**src/rtl/hps_pkg.sv**
```systemverilog
// Shared types and constants for the heading PD steering block.
// Used by hps_ser_mul, hps_ser_div and heading_pd_steer_top; no dependencies.
`default_nettype none

package hps_pkg;

    // Angle constants in hundredths of a degree and the Q4.12 unit.
    localparam int HALF_TURN   = 18000;
    localparam int FULL_TURN   = 36000;
    localparam int NEAR_PHASES = 4;
    localparam int Q_ONE       = 4096;
    localparam int Q_FRAC      = 12;

    // Register indexes of the configuration port.
    localparam logic [2:0] CFG_KP_NEAR     = 3'd0;
    localparam logic [2:0] CFG_KD_NEAR     = 3'd1;
    localparam logic [2:0] CFG_KP_FAR      = 3'd2;
    localparam logic [2:0] CFG_KD_FAR      = 3'd3;
    localparam logic [2:0] CFG_GAIN_SLOPE  = 3'd4;
    localparam logic [2:0] CFG_DEAD_ZONE   = 3'd5;
    localparam logic [2:0] CFG_DRIVE_LIMIT = 3'd6;

    // Operand widths of the four serial multipliers (A is parallel, B is serial).
    localparam int M1_A_W = 16;  // |slope|
    localparam int M1_B_W = 15;  // |error|
    localparam int M2_A_W = 16;  // |kp|
    localparam int M2_B_W = 17;  // |gain multiplier|
    localparam int M3_A_W = 20;  // |effective kp|
    localparam int M3_B_W = 16;  // |error|
    localparam int M4_A_W = 16;  // |kd|
    localparam int M4_B_W = 16;  // |error difference|

    // Divider by the half turn: dividend, quotient and remainder widths.
    localparam int DIVD_W = M1_A_W + M1_B_W;
    localparam int QUOT_W = 16;
    localparam int REM_W  = DIVD_W - QUOT_W;

    // Width of the signed PD sum before scaling.
    localparam int SUM_W = M3_A_W + M3_B_W + 1;

    // Input beat and result beat.
    typedef struct packed {
        logic signed [15:0] target_heading;
        logic signed [15:0] measured_heading;
        logic        [3:0]  phase;
    } t_in_beat;

    typedef struct packed {
        logic signed [15:0] left_drive;
        logic signed [15:0] right_drive;
    } t_out_beat;

    // Control of a serial arithmetic unit: load operands, or advance one bit.
    typedef struct packed {
        logic load;
        logic step;
    } t_ser_ctl;

    // Sequencer states.
    typedef enum logic [2:0] {
        S_IDLE,
        S_EVAL,
        S_MUL1,
        S_DIV,
        S_MUL2,
        S_MUL3,
        S_SUM,
        S_DONE
    } t_state;

endpackage

`default_nettype wire

```
**src/rtl/hps_ser_mul.sv**
```systemverilog
// Bit-serial shift-add multiplier for unsigned operands, one multiplier bit a cycle while step is set.
// Depends on hps_pkg for the control struct.
`default_nettype none

module hps_ser_mul import hps_pkg::*; #(
    parameter int A_W = 16,
    parameter int B_W = 16
) (
    input  wire logic                 i_clk,
    input  wire t_ser_ctl             i_ctl,
    input  wire logic [A_W-1:0]       i_a,
    input  wire logic [B_W-1:0]       i_b,
    output logic      [A_W+B_W-1:0]   o_prod
);

    logic [A_W-1:0] r_a;
    logic [A_W-1:0] r_hi;
    logic [B_W-1:0] r_lo;
    logic [A_W:0]   w_sum;

    // Partial sum: add the multiplicand when the current multiplier bit is set.
    assign w_sum = {1'b0, r_hi} + (r_lo[0] ? {1'b0, r_a} : {(A_W+1){1'b0}});

    // The product shifts right through hi and lo while the multiplier shifts out.
    always_ff @(posedge i_clk) begin
        if (i_ctl.load) begin
            r_a  <= i_a;
            r_hi <= '0;
            r_lo <= i_b;
        end else if (i_ctl.step) begin
            r_hi <= w_sum[A_W:1];
            r_lo <= {w_sum[0], r_lo[B_W-1:1]};
        end
    end

    assign o_prod = {r_hi, r_lo};

endmodule

`default_nettype wire

```
**src/rtl/hps_ser_div.sv**
```systemverilog
// Restoring divider by the half turn, one quotient bit a cycle while step is set.
// Depends on hps_pkg for widths, the divisor and the control struct.
`default_nettype none

module hps_ser_div import hps_pkg::*; (
    input  wire logic              i_clk,
    input  wire t_ser_ctl          i_ctl,
    input  wire logic [DIVD_W-1:0] i_dividend,
    output logic      [QUOT_W-1:0] o_quot
);

    localparam logic [REM_W:0] DIVISOR = (REM_W+1)'(HALF_TURN);

    logic [REM_W-1:0]  r_rem;
    logic [QUOT_W-1:0] r_quot;
    logic [REM_W:0]    w_trial;
    logic [REM_W:0]    w_diff;
    logic              w_ge;

    // Bring down the next dividend bit and try a subtraction.
    assign w_trial = {r_rem, r_quot[QUOT_W-1]};
    assign w_ge    = (w_trial >= DIVISOR);
    assign w_diff  = w_trial - DIVISOR;

    // The upper dividend bits are below the divisor, so only the low bits
    // need a step; they shift out as quotient bits shift in.
    always_ff @(posedge i_clk) begin
        if (i_ctl.load) begin
            r_rem  <= i_dividend[DIVD_W-1:QUOT_W];
            r_quot <= i_dividend[QUOT_W-1:0];
        end else if (i_ctl.step) begin
            r_rem  <= w_ge ? w_diff[REM_W-1:0] : w_trial[REM_W-1:0];
            r_quot <= {r_quot[QUOT_W-2:0], w_ge};
        end
    end

    assign o_quot = r_quot;

endmodule

`default_nettype wire

```
**src/rtl/heading_pd_steer_top.sv**
```systemverilog
// Top level of the heading PD steering block: sequencer, registers and datapath.
// Depends on hps_pkg, hps_ser_mul and hps_ser_div.
//
// Usage:
// The input channel (i_in_valid, o_in_stall, i_in_data) carries one beat with a
// target heading, a measured heading and a task phase. The output channel
// (o_out_valid, i_out_stall, o_out_data) returns one beat with left and right
// drive for every input beat, in order. Gains and limits are written through
// i_cfg_we, i_cfg_idx and i_cfg_data; the user must do so only while the
// block is idle, as the block itself does not enforce this. A beat outside
// the deadband goes through a bit-serial multiplier, a bit-serial divider,
// a second multiplier, then the third and fourth multipliers side by side;
// a new beat is taken only once the sequencer is idle again. A beat inside
// the deadband gives a zero result. The result sits in an output register,
// so the next beat may be accepted while the receiver stalls; the sequencer
// then holds its finished result until the register is free. A synchronous
// reset restores the register defaults, clears the stored previous error and
// empties the output register.
`default_nettype none

module heading_pd_steer_top import hps_pkg::*; (
    input  wire logic        i_clk,
    input  wire logic        i_rst_n,
    input  wire logic        i_in_valid,
    output logic             o_in_stall,
    input  wire t_in_beat    i_in_data,
    output logic             o_out_valid,
    input  wire logic        i_out_stall,
    output t_out_beat        o_out_data,
    input  wire logic        i_cfg_we,
    input  wire logic [2:0]  i_cfg_idx,
    input  wire logic [15:0] i_cfg_data
);

    localparam logic signed [16:0] L_HALF   = 17'(HALF_TURN);
    localparam logic signed [16:0] L_FULL   = 17'(FULL_TURN);
    localparam logic [4:0]         N_MUL1   = 5'(M1_B_W);
    localparam logic [4:0]         N_DIV    = 5'(QUOT_W);
    localparam logic [4:0]         N_MUL2   = 5'(M2_B_W);
    localparam logic [4:0]         N_MUL3   = 5'(M3_B_W);
    localparam logic [3:0]         L_NEAR   = 4'(NEAR_PHASES);

    // Magnitude of a 16-bit signed value; the most negative value maps to 2^15.
    function automatic logic [15:0] abs16(input logic signed [15:0] x);
        abs16 = x[15] ? (16'd0 - x) : x;
    endfunction

    // Configuration registers.
    logic signed [15:0] r_kp_near;
    logic signed [15:0] r_kd_near;
    logic signed [15:0] r_kp_far;
    logic signed [15:0] r_kd_far;
    logic signed [15:0] r_theta;
    logic [14:0]        r_dead_zone;
    logic [14:0]        r_drive_limit;

    // Sequencer.
    t_state     r_state;
    t_state     n_state;
    logic [4:0] r_cnt;
    logic [4:0] n_cnt;
    t_ser_ctl   w_m1_ctl;
    t_ser_ctl   w_m2_ctl;
    t_ser_ctl   w_m3_ctl;
    t_ser_ctl   w_m4_ctl;
    t_ser_ctl   w_div_ctl;

    // Beat state.
    logic signed [15:0]      r_kp;
    logic signed [15:0]      r_kd;
    logic signed [15:0]      r_err;
    logic signed [15:0]      r_prev;
    logic                    r_dead;
    logic [15:0]             r_dmag;
    logic                    r_d_neg;
    logic                    r_a_neg;
    logic                    r_t3_neg;
    logic signed [SUM_W-1:0] r_sum;
    logic                    r_out_valid;
    t_out_beat               r_out;

    // Datapath nets.
    logic                    w_in_acc;
    logic                    w_out_free;
    logic signed [16:0]      w_diff;
    logic signed [16:0]      w_wrap;
    logic [15:0]             w_eabs;
    logic [14:0]             w_emag;
    logic                    w_is_dead;
    logic signed [16:0]      w_d;
    logic [16:0]             w_dabs;
    logic [DIVD_W-1:0]       w_p1;
    logic [QUOT_W-1:0]       w_quot;
    logic [QUOT_W-1:0]       w_quot_div;
    logic signed [17:0]      w_a;
    logic [17:0]             w_aabs;
    logic [M2_A_W+M2_B_W-1:0] w_p2;
    logic [M3_A_W-1:0]       w_kpe;
    logic [M3_A_W+M3_B_W-1:0] w_p3;
    logic [M4_A_W+M4_B_W-1:0] w_p4;
    logic [SUM_W-1:0]        w_t3;
    logic [SUM_W-1:0]        w_t4;
    logic [SUM_W-1:0]        w_smag;
    logic [SUM_W-Q_FRAC-2:0] w_q;
    logic [14:0]             w_sat;
    logic [15:0]             w_s;

    assign w_in_acc    = i_in_valid && !o_in_stall;
    assign w_out_free  = !r_out_valid || !i_out_stall;
    assign o_in_stall  = (r_state != S_IDLE);
    assign o_out_valid = r_out_valid;
    assign o_out_data  = r_out;

    // Configuration writes; an unknown index is ignored.
    always_ff @(posedge i_clk) begin
        if (!i_rst_n) begin
            r_kp_near     <= -16'sd2048;
            r_kd_near     <= -16'sd410;
            r_kp_far      <= -16'sd3686;
            r_kd_far      <= -16'sd950;
            r_theta       <= 16'sd0;
            r_dead_zone   <= 15'd200;
            r_drive_limit <= 15'd6000;
        end else if (i_cfg_we) begin
            unique case (i_cfg_idx)
                CFG_KP_NEAR:     r_kp_near     <= i_cfg_data;
                CFG_KD_NEAR:     r_kd_near     <= i_cfg_data;
                CFG_KP_FAR:      r_kp_far      <= i_cfg_data;
                CFG_KD_FAR:      r_kd_far      <= i_cfg_data;
                CFG_GAIN_SLOPE:  r_theta       <= i_cfg_data;
                CFG_DEAD_ZONE:   r_dead_zone   <= i_cfg_data[14:0];
                CFG_DRIVE_LIMIT: r_drive_limit <= i_cfg_data[14:0];
                default: begin
                end
            endcase
        end
    end

    // Heading error, wrapped once by a full turn when it reaches a half turn either way.
    always_comb begin
        w_diff = {i_in_data.target_heading[15], i_in_data.target_heading}
               - {i_in_data.measured_heading[15], i_in_data.measured_heading};
        if (w_diff >= L_HALF) begin
            w_wrap = w_diff - L_FULL;
        end else if (w_diff <= -L_HALF) begin
            w_wrap = w_diff + L_FULL;
        end else begin
            w_wrap = w_diff;
        end
    end

    // Error magnitude, deadband test and error difference.
    assign w_eabs    = abs16(r_err);
    assign w_emag    = w_eabs[14:0];
    assign w_is_dead = (w_emag < r_dead_zone);
    assign w_d       = {r_err[15], r_err} - {r_prev[15], r_prev};
    assign w_dabs    = w_d[16] ? (17'd0 - w_d) : w_d;

    // Gain multiplier 1 + slope*|e|/180 in Q4.12, from the divider quotient.
    assign w_quot = w_quot_div;
    assign w_a    = 18'(Q_ONE) + (r_theta[15] ? (18'd0 - {2'b00, w_quot})
                                              : {2'b00, w_quot});
    assign w_aabs = w_a[17] ? (18'd0 - w_a) : w_a;
    assign w_kpe  = w_p2[Q_FRAC+M3_A_W-1:Q_FRAC];

    // Signed PD terms and their sum.
    assign w_t3 = r_t3_neg ? (SUM_W'(0) - {1'b0, w_p3}) : {1'b0, w_p3};
    assign w_t4 = (r_kd[15] ^ r_d_neg) ? (SUM_W'(0) - {5'b0, w_p4}) : {5'b0, w_p4};

    // Scale toward zero, saturate on the magnitude, restore the sign.
    always_comb begin
        w_smag = r_sum[SUM_W-1] ? (SUM_W'(0) - r_sum) : r_sum;
        w_q    = w_smag[SUM_W-2:Q_FRAC];
        if (w_q > {9'd0, r_drive_limit}) begin
            w_sat = r_drive_limit;
        end else begin
            w_sat = w_q[14:0];
        end
        if (r_dead) begin
            w_s = 16'd0;
        end else if (r_sum[SUM_W-1]) begin
            w_s = 16'd0 - {1'b0, w_sat};
        end else begin
            w_s = {1'b0, w_sat};
        end
    end

    // Serial units.
    hps_ser_mul #(.A_W(M1_A_W), .B_W(M1_B_W)) u_mul1 (
        .i_clk  (i_clk),
        .i_ctl  (w_m1_ctl),
        .i_a    (abs16(r_theta)),
        .i_b    (w_emag),
        .o_prod (w_p1)
    );

    hps_ser_div u_div (
        .i_clk      (i_clk),
        .i_ctl      (w_div_ctl),
        .i_dividend (w_p1),
        .o_quot     (w_quot_div)
    );

    hps_ser_mul #(.A_W(M2_A_W), .B_W(M2_B_W)) u_mul2 (
        .i_clk  (i_clk),
        .i_ctl  (w_m2_ctl),
        .i_a    (abs16(r_kp)),
        .i_b    (w_aabs[16:0]),
        .o_prod (w_p2)
    );

    hps_ser_mul #(.A_W(M3_A_W), .B_W(M3_B_W)) u_mul3 (
        .i_clk  (i_clk),
        .i_ctl  (w_m3_ctl),
        .i_a    (w_kpe),
        .i_b    ({1'b0, w_emag}),
        .o_prod (w_p3)
    );

    hps_ser_mul #(.A_W(M4_A_W), .B_W(M4_B_W)) u_mul4 (
        .i_clk  (i_clk),
        .i_ctl  (w_m4_ctl),
        .i_a    (abs16(r_kd)),
        .i_b    (r_dmag),
        .o_prod (w_p4)
    );

    // State register.
    always_ff @(posedge i_clk) begin
        if (!i_rst_n) begin
            r_state <= S_IDLE;
            r_cnt   <= 5'd0;
        end else begin
            r_state <= n_state;
            r_cnt   <= n_cnt;
        end
    end

    // Next state and unit control; each serial state loads at count zero and
    // steps until the count reaches the unit's length.
    always_comb begin
        n_state   = r_state;
        n_cnt     = r_cnt;
        w_m1_ctl  = '0;
        w_m2_ctl  = '0;
        w_m3_ctl  = '0;
        w_m4_ctl  = '0;
        w_div_ctl = '0;
        unique case (r_state)
            S_IDLE: begin
                if (w_in_acc) begin
                    n_state = S_EVAL;
                end
            end
            S_EVAL: begin
                n_cnt   = 5'd0;
                n_state = w_is_dead ? S_DONE : S_MUL1;
            end
            S_MUL1: begin
                w_m1_ctl.load = (r_cnt == 5'd0);
                w_m1_ctl.step = (r_cnt != 5'd0);
                if (r_cnt == N_MUL1) begin
                    n_cnt   = 5'd0;
                    n_state = S_DIV;
                end else begin
                    n_cnt = r_cnt + 5'd1;
                end
            end
            S_DIV: begin
                w_div_ctl.load = (r_cnt == 5'd0);
                w_div_ctl.step = (r_cnt != 5'd0);
                if (r_cnt == N_DIV) begin
                    n_cnt   = 5'd0;
                    n_state = S_MUL2;
                end else begin
                    n_cnt = r_cnt + 5'd1;
                end
            end
            S_MUL2: begin
                w_m2_ctl.load = (r_cnt == 5'd0);
                w_m2_ctl.step = (r_cnt != 5'd0);
                if (r_cnt == N_MUL2) begin
                    n_cnt   = 5'd0;
                    n_state = S_MUL3;
                end else begin
                    n_cnt = r_cnt + 5'd1;
                end
            end
            S_MUL3: begin
                w_m3_ctl.load = (r_cnt == 5'd0);
                w_m3_ctl.step = (r_cnt != 5'd0);
                w_m4_ctl.load = (r_cnt == 5'd0);
                w_m4_ctl.step = (r_cnt != 5'd0);
                if (r_cnt == N_MUL3) begin
                    n_cnt   = 5'd0;
                    n_state = S_SUM;
                end else begin
                    n_cnt = r_cnt + 5'd1;
                end
            end
            S_SUM: begin
                n_state = S_DONE;
            end
            S_DONE: begin
                if (w_out_free) begin
                    n_state = S_IDLE;
                end
            end
            default: begin
                n_state = S_IDLE;
            end
        endcase
    end

    // Beat capture, gain selection and intermediate signs.
    always_ff @(posedge i_clk) begin
        if (w_in_acc) begin
            r_err <= w_wrap[15:0];
            if (i_in_data.phase < L_NEAR) begin
                r_kp <= r_kp_near;
                r_kd <= r_kd_near;
            end else begin
                r_kp <= r_kp_far;
                r_kd <= r_kd_far;
            end
        end
        if (r_state == S_EVAL) begin
            r_dead  <= w_is_dead;
            r_dmag  <= w_dabs[15:0];
            r_d_neg <= w_d[16];
        end
        if (w_m2_ctl.load) begin
            r_a_neg <= w_a[17];
        end
        if (w_m3_ctl.load) begin
            r_t3_neg <= r_kp[15] ^ r_a_neg ^ r_err[15];
        end
        if (r_state == S_SUM) begin
            r_sum <= w_t3 + w_t4;
        end
    end

    // Previous error, updated only outside the deadband.
    always_ff @(posedge i_clk) begin
        if (!i_rst_n) begin
            r_prev <= 16'sd0;
        end else if ((r_state == S_EVAL) && !w_is_dead) begin
            r_prev <= r_err;
        end
    end

    // Output register: loads the finished beat, empties when the beat is taken.
    always_ff @(posedge i_clk) begin
        if (!i_rst_n) begin
            r_out_valid <= 1'b0;
        end else if ((r_state == S_DONE) && w_out_free) begin
            r_out_valid <= 1'b1;
        end else if (r_out_valid && !i_out_stall) begin
            r_out_valid <= 1'b0;
        end
    end

    always_ff @(posedge i_clk) begin
        if ((r_state == S_DONE) && w_out_free) begin
            r_out.right_drive <= w_s;
            r_out.left_drive  <= 16'd0 - w_s;
        end
    end

`ifndef ASSERT_OFF
    // A beat taken at the input keeps the input stalled while it is worked on.
    assert property (@(posedge i_clk) disable iff (!i_rst_n)
        w_in_acc |=> o_in_stall)
        else $error("input not stalled after a beat was accepted");

    // The previous error moves only in the evaluation step.
    assert property (@(posedge i_clk) disable iff (!i_rst_n)
        ($past(i_rst_n) && (r_prev != $past(r_prev))) |-> ($past(r_state) == S_EVAL))
        else $error("previous error changed outside evaluation");

    // A new result appears only when the sequencer finishes a beat.
    assert property (@(posedge i_clk) disable iff (!i_rst_n)
        $rose(o_out_valid) |-> ($past(r_state) == S_DONE))
        else $error("output valid rose without a finished beat");

    // Left drive is the negation of right drive whenever the output is valid.
    assert property (@(posedge i_clk) disable iff (!i_rst_n)
        o_out_valid |-> (o_out_data.left_drive == 16'(16'd0 - o_out_data.right_drive)))
        else $error("left drive is not the negation of right drive");
`endif

endmodule

`default_nettype wire
```
**config.mk**
```make
export PLATFORM = sky130hd
export DESIGN_NAME = heading_pd_steer_top
export DESIGN_NICKNAME = d
export VERILOG_FILES = /design/src/rtl/hps_pkg.sv /design/src/rtl/hps_ser_mul.sv /design/src/rtl/hps_ser_div.sv /design/src/rtl/heading_pd_steer_top.sv
export SDC_FILE = /design/constraint.sdc
export NUM_CORES = 1
export LEC_CHECK = 0
export BUFFER_PORTS_ARGS = -buffer_cell sky130_fd_sc_hd__buf_4
export CORE_ASPECT_RATIO = 0.5
export CORE_MARGIN = 4
export CORE_UTILIZATION = 23
export CTS_CLUSTER_DIAMETER = 80
export CTS_CLUSTER_SIZE = 28
export DETAILED_ROUTE_END_ITERATION = 8
export GPL_TIMING_DRIVEN = 1
export HOLD_SLACK_MARGIN = 0.12
export PLACE_DENSITY_LB_ADDON = 0.25
export SYNTH_ARGS = -nofsm -noshare
export SYNTH_HDL_FRONTEND = slang
export SYNTH_SLANG_ARGS = --single-unit
```
**constraint.sdc**
```tcl
create_clock -name i_clk -period 19 [get_ports i_clk]
set_input_delay 0.95 -clock i_clk [delete_from_list [all_inputs] [get_ports i_clk]]
set_output_delay 0.95 -clock i_clk [all_outputs]
set_load 0.05 [all_outputs]
```
==> Word level (Yosys, flattened, before mapping) <==
Index checks and enable logic that the tools add are counted.
{ "word_totals": {"register_bits": 503, "inputBits": 60, "wordCells": 176} }
{ "classes": {"add_sub_neg": 24, "magnitude_cmp": 6, "eq_ne": 22, "mux": 52, "n_bitwise": 3, "reduce_logical": 29} }
{ "ops": {"columns": ["operator", "n"], "rows": [
  ["two-way mux 16 bit", 14],
  ["two-way mux 15 bit", 12],
  ["subtractor 1 x 16 -> 16 bit (first input constant)", 5],
  ["two-way mux 37 bit", 2],
  ["adder 16 x 17 -> 17 bit", 3],
  ["two-way mux 17 bit", 3],
  ["adder 37 bit", 1],
  ["subtractor 1 x 36 -> 37 bit (first input constant)", 1],
  ["two-way mux 36 bit", 1],
  ["subtractor 1 x 36 -> 36 bit (first input constant)", 1],
  ["subtractor 16 x 16 -> 17 bit", 2],
  ["subtractor 1 x 32 -> 33 bit (first input constant)", 1],
  ["greater-than comparator 24 x 15 -> 1 bit", 1],
  ["case mux 3 bit (8 select lines)", 1],
  ["adder 20 x 20 -> 21 bit", 1],
  ["== test 3 bit (second input constant)", 7],
  ["two-way mux 3 bit", 7],
  ["two-way mux 20 bit", 1],
  ["case mux 5 bit (4 select lines)", 1],
  ["adder 13 x 18 -> 18 bit (first input constant)", 1],
  ["two-way mux 18 bit", 1],
  ["greater-or-equal comparator 17 x 16 -> 1 bit (second input constant)", 1],
  ["<= comparator 17 x 16 -> 1 bit (second input constant)", 1],
  ["subtractor 1 x 16 -> 17 bit (first input constant)", 1],
  ["31 further kinds", 66]
]} }

==> Logic depth before layout (Yosys ltp) <==
Gate-level depths: netlist of the first run.
{ "logic_depth": {"depth_word": 8, "depth_mapped": 29} }

==> Hierarchy <==
From an unflattened synthesis of the first run, not the netlist that was laid out.
{ "hier_totals": {"hier_cells": 3428, "area_unflattened_um2": 32560.0} }
{ "modules_own_cells": {"columns": ["module", "n_inst", "cells_per_inst", "area_per_inst_um2", "seq_area_each_um2"], "rows": [
  ["heading_pd_steer_top", 1, 2315, 19894.1, 6786.5],
  ["hps_ser_mul at u_mul3", 1, 285, 3219.3, 1481.4],
  ["hps_ser_mul at u_mul4", 1, 248, 2697.6, 1281.2],
  ["hps_ser_mul at u_mul2", 1, 230, 2635.0, 1311.3],
  ["hps_ser_mul at u_mul1", 1, 226, 2551.2, 1251.2],
  ["hps_ser_div", 1, 124, 1562.7, 930.9]
]} }

==> Worst setup path after synthesis of the first run <==
No wires, ideal clock.
{ "synth_timing": {"kind": "reg-to-reg", "start": "reg r_sum[36]", "end": "reg r_out, in the netlist o_out_data[31] (data pin)", "setup_ns": 0.266, "arrival_ns": 5.913, "required_time_ns": 18.734, "setup_slack_ns": 12.821, "path_stages_with_launch": 28, "n_path_buf": 8, "synth_period_minus_slack_ns": 6.179, "cell_sequence": "edfxtp_1 > clkbuf_1 > buf_1 > clkbuf_1 > clkbuf_1 > buf_1 > o31ai_1 > xnor2_1 > ha_1 > and4_1 > nand4_1 > or3_1 > a32oi_2 > and2_1 > buf_6 > buf_4 > buf_6 > a21oi_1 > ha_1 > or3_1 > a21oi_1 > xnor2_1 > mux2_2 > o21ba_4 > nor4b_4 > o2111ai_2 > nor3_2 > xnor2_1"} }
{ "synth_via": {"elab_chain_cells": 7} }
{ "synth_rtl": {"columns": ["element", "line_no", "text"], "rows": [
  ["from (decl)", "heading_pd_steer_top.sv:78", "logic signed [SUM_W-1:0] r_sum;"],
  ["from (signal assigned)", "heading_pd_steer_top.sv:339", "r_sum <= w_t3 + w_t4;"],
  ["two-way mux 36 bit", "heading_pd_steer_top.sv:172", "w_smag = r_sum[SUM_W-1] ? (SUM_W'(0) - r_sum) : r_sum;"],
  ["greater-than comparator 24 x 15 -> 1 bit", "heading_pd_steer_top.sv:174", "if (w_q > {9'd0, r_drive_limit}) begin"],
  ["two-way mux 15 bit", "heading_pd_steer_top.sv:174", null],
  ["subtractor 1 x 15 -> 16 bit", "heading_pd_steer_top.sv:182", "w_s = 16'd0 - {1'b0, w_sat};"],
  ["two-way mux 16 bit *", "heading_pd_steer_top.sv:181", "end else if (r_sum[SUM_W-1]) begin"],
  ["two-way mux 16 bit *", "heading_pd_steer_top.sv:179", "if (r_dead) begin"],
  ["subtractor 1 x 16 -> 16 bit *", "heading_pd_steer_top.sv:366", "r_out.left_drive <= 16'd0 - w_s;"],
  ["to (decl)", "heading_pd_steer_top.sv:80", "t_out_beat r_out;"]
]} }
Mark *: on every way between the ends. The rest lies on a longest branch, timed or not.
A chain may end at the register's enable or synchronous reset.

==> Worst setup path after layout of the first run <==
{ "layout_timing": {"start": "reg r_sum[11]", "end": "reg r_out, in the netlist o_out_data[31] (data pin)"} }
{ "layout_via": {"elab_chain_cells": 8} }
{ "layout_rtl": {"columns": ["element", "line_no"], "rows": [
  ["subtractor 1 x 36 -> 36 bit *", "heading_pd_steer_top.sv:172"],
  ["two-way mux 36 bit *", "heading_pd_steer_top.sv:172"],
  ["greater-than comparator 24 x 15 -> 1 bit", "heading_pd_steer_top.sv:174"],
  ["two-way mux 15 bit *", "heading_pd_steer_top.sv:174"],
  ["subtractor 1 x 15 -> 16 bit", "heading_pd_steer_top.sv:182"],
  ["two-way mux 16 bit *", "heading_pd_steer_top.sv:181"],
  ["two-way mux 16 bit *", "heading_pd_steer_top.sv:179"],
  ["subtractor 1 x 16 -> 16 bit *", "heading_pd_steer_top.sv:366"]
]} }
Marks and branches as above.

==> impl_results.md, run 1 <==
* Initial detailed-routing violation count at 1424
* CTS Hold Buffers Added at 0
* Core area at 132000 µm²
* Final period util at 37.4%
* Register area at 13000 µm²
* Crit-path max FO at 27
* Hold WS at 0.467 ns
* Fin. Hold Viols at 0
* Synthesized instance count at 3291
* IO Count at 94
* WS Path Type: register to register
* Die Height at 267 µm
* # resized after CTS at 0
* Outcome: completed
* Crit path DAT at 7.41 ns
* Synth unique cells at 90
* Starting density of the core at 23.3%
* Total CTS buffers at 34
* RSZ-0062 raised after global routing: no
* Yosys warns at 0
* First-pass GRT wire length at 126000 µm
* GR Util All Layers at 11.2%
* # fillers at 14126
* Slew Limit Fails at 0
* Crit path time final at 7.10 ns
* Async SR Flop Fraction at 0%
* Die ar. at 140000 µm²
* CTS tree: built
* Ant diodes at 0
* Synth area leader: edfxtp_1
* Final Skew at 0.0589 ns
* Tot Pwr at 0.00371 W
* Vias per std cell at 4.50
* Crit. End Element: register
* Die width at 526 µm
* Pre-Repair DR Iteration Count at 5
* Multi-input gate area at 16700 µm²
* Latest clock arrival within the worst-skew pair at 0.62 ns
* Pleak at 12.9 nW
* Hold WC Path Type: register to register
* DR vias at 23139
* # rows at 94
* WL met3 at 3210 µm
* IR drop worst, VDD at 0.0607 mV
* CTS Root Cell: clkbuf_16
* Slew @ Worst Pin at 1.18 ns
* Seq/Total Area, Yosys at 42.3%
* H-tree Lvls at 2
* Clock slew at reported path FFs at 0.09 ns
* Post-synth EDFFs at 298
* Area contributors post-synth: edfxtp_1 (29%), dfxtp_1 (13%), ha_1 (7.7%)
* Pre-CTS setup slack at 11.84 ns
* Area growth, synth to finish at 12.7%
* Post-CTS Setup Inserts at 0
* Setup TNS at 0 ns
* Uppermost routed layer: met4
* Clock Path Buffers at 3
* Post-synth top flop: edfxtp_1
* Largest net degree at the start of global routing at 105
* Power per standard cell area at 107 nW/µm²
* Slew margin rel. at 21.2%
* Yosys reg bits at 502
* Syn_area_per_cell at 9.36 µm²
* Post-Route WL at 80300 µm
* Area share of the largest cell type after synthesis at 29.0%
* Port Buffer Count at 91
* Post-DP HPWL at 60600 µm
* Antenna Violating Nets Remaining at 0
* Max_cap viols at 0
* WL per Instance at 15.6 µm
* Global route overflow at 0
* Fmax at 141 MHz
* Clock Sink Count at 502
* Endpoints failing setup at 0
* Met2 wire len at 35600 µm
* Fin nets at 3595
* Net Count, Synth at 3548
* Critical path required time at 19.31 ns
* Share of cells above drive strength 1 at 8.86%
* Initial antenna violation count at 6
* Startpoint Class: register
* Fin util at 26.3%
* Synthesized cell area at 30800 µm²
* RePlAce Congestion at 0.818
* Setup ws final at 11.90 ns
* Metal-1 WL at 40300 µm
* Remaining DRCs at 0
* Vias in the first global route at 22512
## layer usage
metal	track usage, %	vias to the layer above
li1	-	11795
met1	15.7	10971
met2	18.2	306
met3	1.88	67
met4	2.18	0
met5	0	-
## metrics by stage
stage	cell area (µm²)	cells
2_1_floorplan	30800	3291
3_3_place_gp	33500	5078
3_5_place_dp	33500	5078
4_1_cts	34700	5140
5_1_grt	34700	5140
6_report	34700	5140
## worst paths after layout
check / startpoint / end / cells past startpoint / slack [ns]
worst max-delay path: r_sum[11]$_DFFE_PP_ / o_out_data[31]$_DFFE_PP_ / 22 / 11.90
worst max register to register: r_sum[11]$_DFFE_PP_ / o_out_data[31]$_DFFE_PP_ / 22 / 11.90
worst min-delay path: r_dead_zone[0]$_SDFFE_PN0P_ / r_dead_zone[0]$_SDFFE_PN0P_ / 2 / 0.47
worst min register to register: r_dead_zone[0]$_SDFFE_PN0P_ / r_dead_zone[0]$_SDFFE_PN0P_ / 2 / 0.47
## state kept, by name (all words and copies together), names as in the netlist, 17 cells and up
register,flops
o_out_data,31
r_sum,37
u_mul2.r_lo,17
u_mul3.r_a,20
u_mul3.r_hi,20
## synth_stat cells, drive strengths merged, types with 47 or more instances
cell type / number
a21boi: 75
a21o: 47
a21oi: 140
and2: 86
clkbuf: 100
dfxtp: 204
edfxtp: 298
ha: 190
inv: 176
nand2: 533
nand3: 82
nor2: 169
nor3: 55
o21ai: 200
o31ai: 58
xnor2: 234
xor2: 101
## power breakdown
part	internal (W)	switching, W
combinational	0.000575	0.000852
sequential	0.00136	0.0000913
clock	0.000375	0.000451
## layout make-up
| cell class | count | share of cell area (%) |
|---|---|---|
| multi-input cells | 2497 | 48.0 |
| flip-flops and latches | 502 | 37.5 |
| well taps | 1776 | 6.40 |
| repair buffers | 125 | 2.70 |
| clock buffers | 39 | 2.62 |
| inverters | 178 | 1.92 |
| clock inverters | 23 | 0.800 |
## logic make-up (layout without fill, tap and decap cells)
| group | count (synthesis) | in the layout | synth area share (%) |
|---|---|---|---|
| adders and majority gates | 197 | 197 | 8.17 |
| DFF | 502 | 502 | 42.3 |
| xor gates and xnor gates | 336 | 336 | 9.60 |
| buffers and inverters | 292 | 365 | 3.67 |
| muxes | 65 | 65 | 2.29 |
| and+or+nand+nor | 1157 | 1157 | 17.9 |
| AOI/OAI and AO/OA | 742 | 742 | 16.0 |
## critical path, cell delays in order, from the launching register on
cell       delay [ns]
edfxtp_1         0.40
or4_4            0.59
nor3_2           0.40
nand2_1          0.20
o31ai_1          0.29
xnor2_1          0.19
ha_1             0.33
and4_1           0.20
nand4_1          0.14
or3_1            0.44
a32oi_2          0.35
and2_1           0.84
o21ai_1          0.22
ha_1             0.32
or3_1            0.38
a21oi_1          0.18
xnor2_1          0.17
mux2_2           0.21
o21ba_4          0.14
nor4b_4          0.26
o2111ai_2        0.25
nor3_2           0.24
xnor2_1          0.08
## cell usage in the layout, fill, tap and decap left out, types with 16 or more instances in the layout
| master | instances |
|---|---|
| a21boi_0 | 75 |
| a21o_1 | 47 |
| a21oi_1 | 138 |
| a22o_1 | 24 |
| a31oi_1 | 22 |
| and2_1 | 85 |
| and3_1 | 23 |
| buf_4 | 125 |
| clkbuf_16 | 35 |
| dfxtp_1 | 204 |
| edfxtp_1 | 298 |
| ha_1 | 190 |
| inv_1 | 175 |
| mux2_2 | 42 |
| mux2i_1 | 22 |
| nand2_1 | 533 |
| nand2b_1 | 25 |
| nand3_1 | 78 |
| nand4_1 | 16 |
| nor2_1 | 163 |
| nor2b_1 | 42 |
| nor3_1 | 50 |
| nor4_1 | 18 |
| o211ai_1 | 18 |
| o21a_1 | 16 |
| o21ai_0 | 197 |
| o21bai_1 | 19 |
| o31ai_1 | 55 |
| o41ai_1 | 27 |
| or2_2 | 19 |
| or3_1 | 30 |
| or4_1 | 20 |
| xnor2_1 | 234 |
| xor2_1 | 101 |
(Power assumes the default switching activity.)
==> inputs of run 2 (changes only) <==
- clock period: 19 -> 6 ns (I/O delays scaled with it)
==> run 2 against run 1 <==
Effect of this change:
- non-clock buffer count up 104
- utilization up 0.79 points
- clock power rose to 3.1 times the previous value
- critical path type unchanged
- sequential share of layout area down 1.1 points
- sequential power rose to 3.2 times the previous value
- setup slack worse by 12 ns
- die area unchanged
- worst hold slack worse by 0.25 ns
- fmax up 23%
- global-route usage up 0.26 points
- via count up 2.3%
- final area up 3.0%
==> impl_results.md, run 2 (synthesized netlist as in run 1, its figures left out) <==
* R2R setup slack at 0.23 ns (-11.67 ns)
* First-pass GRT wire length at 130000 µm (+2.5%)
* Crit path DAT at 6.15 ns (-1.26 ns)
* Largest net degree at the start of global routing at 104 (-0.95%)
* Global route overflow at 0 (unchanged)
* Pre-CTS setup slack at 0.0101 ns (-11.83 ns)
* IR drop worst, VDD at 0.253 mV (+320%)
* Switching share of power at 37.8% (+0.21 points)
* # rows at 94 (unchanged)
* Fmax at 173 MHz (+23%)
* Area growth, synth to finish at 16.1%
* Outcome: completed
* Internal at 0.00738 W (+220%)
* Commonest non-fill, non-tap cell in the layout: nand2_1
* Hold WS at 0.213 ns (-0.254 ns)
* Post-Route WL at 82600 µm (+2.9%)
* Worst hold start: i_cfg_idx[2]
* Vias in the first global route at 22835 (+1.4%)
* Setup TNS at 0 ns (unchanged)
* Slew Limit Fails at 0 (unchanged)
* Pleak at 13.4 nW (+4.1%)
* Vias per std cell at 4.52 (+0.31%)
* Cell area after layout at 35800 µm² (+3.0%)
* Placement Cell Area at 34000 µm² (+1.4%)
* Final period util at 96.1% (+59 points)
* WL per Instance at 15.8 µm (+0.93%)
* Setup ws final at 0.232 ns (-11.67 ns)
* Fin. Hold Viols at 0 (unchanged)
* Sequential share of power at 38.8% (-0.4 points)
* Clock Path Buffers at 3 (unchanged)
* Slew margin rel. at 23.4% (+2.2 points)
* Port Buffer Count at 91 (unchanged)
* DR vias at 23667 (+2.3%)
* Share of cells above drive strength 1 at 11.4% (+2.5 points)
* CTS Root Cell: clkbuf_16
* Max_cap viols at 0 (unchanged)
* Die ar. at 140000 µm² (unchanged)
* Clock slew at reported path FFs at 0.12 ns (+0.03 ns)
* RSZ-0062 raised after global routing: yes
* Slew @ Worst Pin at 1.15 ns (-0.0325 ns)
* GR Util All Layers at 11.4% (+0.26 points)
* Slowest stage cell, crit path: or4_4
* Crit path time final at 5.77 ns (-1.33 ns)
* Slowest stage delay, CP at 0.56 ns (-0.28 ns)
* Top reg by flops: r_sum
* Most frequent cells in the layout: nand2_1 (532), edfxtp_1 (298), xnor2_1 (232)
* Initial antenna violation count at 4 (-2)
* Post-DP HPWL at 62600 µm (+3.3%)
* Power per standard cell area at 332 nW/µm² (+210%)
* Hold depth at 5 (+3)
* Crit. End Element: register
* Die width at 526 µm (unchanged)
* Hold WC Path Type: input pin to register
* Antenna Violating Nets Remaining at 0 (unchanged)
* Die Height at 267 µm (unchanged)
* Worst flop-to-flop path startpoint: r_sum[5]$_DFFE_PP_
* Crit-path cells: or4_4 > nor3_2 > buf_4 > nand3_4 > o31ai_4 > xnor2_2 > ha_1 > and4_1 > nand4_1 > or3_4 > a32oi_4 > a21oi_2 > a21oi_4 > ha_4 > nand2_2 > or4_4 > o41ai_4 > xnor2_1 > nor2_1 > a21oi_1 > nor2_1 > or3_4 > nor4_4 > xnor2_1
* Max reg flops at 37 (unchanged)
* Initial detailed-routing violation count at 1277 (-10%)
* H-tree Lvls at 1 (-1)
* RePlAce Congestion at 0.840 (+2.8%)
* Core area at 132000 µm² (unchanged)
* WS Path Type: register to register
* R2R depth at 24 (+9.1%)
* Remaining DRCs at 0 (unchanged)
* IO Count at 94 (unchanged)
* Clock Sink Count at 502 (unchanged)
* Pre-Repair DR Iteration Count at 7 (+2)
* CTS tree: built
* Critical path required time at 6.38 ns (-12.93 ns)
* Latest clock arrival within the worst-skew pair at 0.68 ns (+0.06 ns)
* Crit-path max FO at 4 (-85%)
* Starting density of the core at 23.3% (unchanged)
* Switching power at 0.00449 W (+220%)
* Clock share of power at 21.5% (-0.8 points)
* Capturing point of the worst reg2reg path: o_out_data[30]$_DFFE_PP_
* Total CTS buffers at 31 (-8.8%)
* Endpoints failing setup at 0 (unchanged)
* Fin nets at 3696 (+2.8%)
* Final Skew at 0.0502 ns (-0.00866 ns)
* Comb power frac at 39.7% (+1.2 points)
* Startpoint Class: register
* Hold Path End: r_theta[5]$_SDFFE_PN0P_
[run 2: cell count changes in the layout (fill, tap and decap cells not counted), sizes merged]
cell | previous run | this run
clkinv | 12 | 11
inv | 188 | 186
diode | 0 | 1
clkbuf | 39 | 37
buf | 125 | 203
bufinv | 0 | 1
dlygate4sd3 | 0 | 26
[run 2: critical path: cells and delay by family (launching register included)]
family / cells / cell delay (ns)
flops: 1 / 0.41
xor+xnor: 3 / 0.38
buf+inv: 1 / 0.17
simple gates: 12 / 2.74
fa+ha+maj: 2 / 0.50
compound gates: 6 / 1.30
[run 2: worst max-delay path by stage]
stage,startpoint,to,slack (ns)
3_5_place_dp,r_sum[11]$_DFFE_PP_,o_out_data[30]$_DFFE_PP_,0.01
3_3_place_gp,r_sum[11]$_DFFE_PP_,o_out_data[31]$_DFFE_PP_,0.08
6_report,r_sum[5]$_DFFE_PP_,o_out_data[30]$_DFFE_PP_,0.23
4_1_cts,u_mul4.r_lo[10]$_DFFE_PP_,r_sum[36]$_DFFE_PP_,0.03
5_1_grt,r_sum[5]$_DFFE_PP_,o_out_data[30]$_DFFE_PP_,-0.05
2_1_floorplan,r_sum[36]$_DFFE_PP_,o_out_data[31]$_DFFE_PP_,0.12
[run 2: layout make-up]
| type | instances | area (µm²) |
|---|---|---|
| fillers | 14057 | 96400 |
| multi-input cells | 2497 | 16900 |
| flip-flops and latches | 502 | 13000 |
| well taps | 1776 | 2220 |
| repair buffers | 229 | 1790 |
| clock buffers | 37 | 818 |
| inverters | 178 | 668 |
| clock inverters | 21 | 327 |
| diodes | 1 | 2.50 |
[run 2: timing repair]
action,in CTS,in global routing
pin swaps,1,25
setup buffers,1,13
setup endpoints to repair,3,12
hold buffers,26,0
hold endpoints to repair,126,0
resized for setup,2,39
[run 2: power by group through the flow]
stage | clock network, W | logic (W) | registers [W]
6_report | 0.00255 | 0.00471 | 0.00460
3_3_place_gp | 0 | 0.00460 | 0.00467
3_5_place_dp | 0 | 0.00466 | 0.00468
2_1_floorplan | 0 | 0.00337 | 0.00455
5_1_grt | 0.00279 | 0.00527 | 0.00465
4_1_cts | 0.00265 | 0.00469 | 0.00460
[run 2: routing by layer]
layer	vias to the layer above	track usage [%]	routed length, µm
met5	-	0	0
met4	0	2.10	1470
met3	69	1.43	2910
met2	340	18.5	36300
met1	11269	16.5	41900
li1	11989	-	-
[run 2: through the flow]
stage	utilization, %	power [W]	instances
final	27.1	0.0119	5241
after global routing	27.1	0.0127	5240
after detailed placement	25.7	0.00933	5142
after CTS	26.8	0.0119	5227
after global placement	25.7	0.00928	5142
after floorplan	-	0.00792	3291
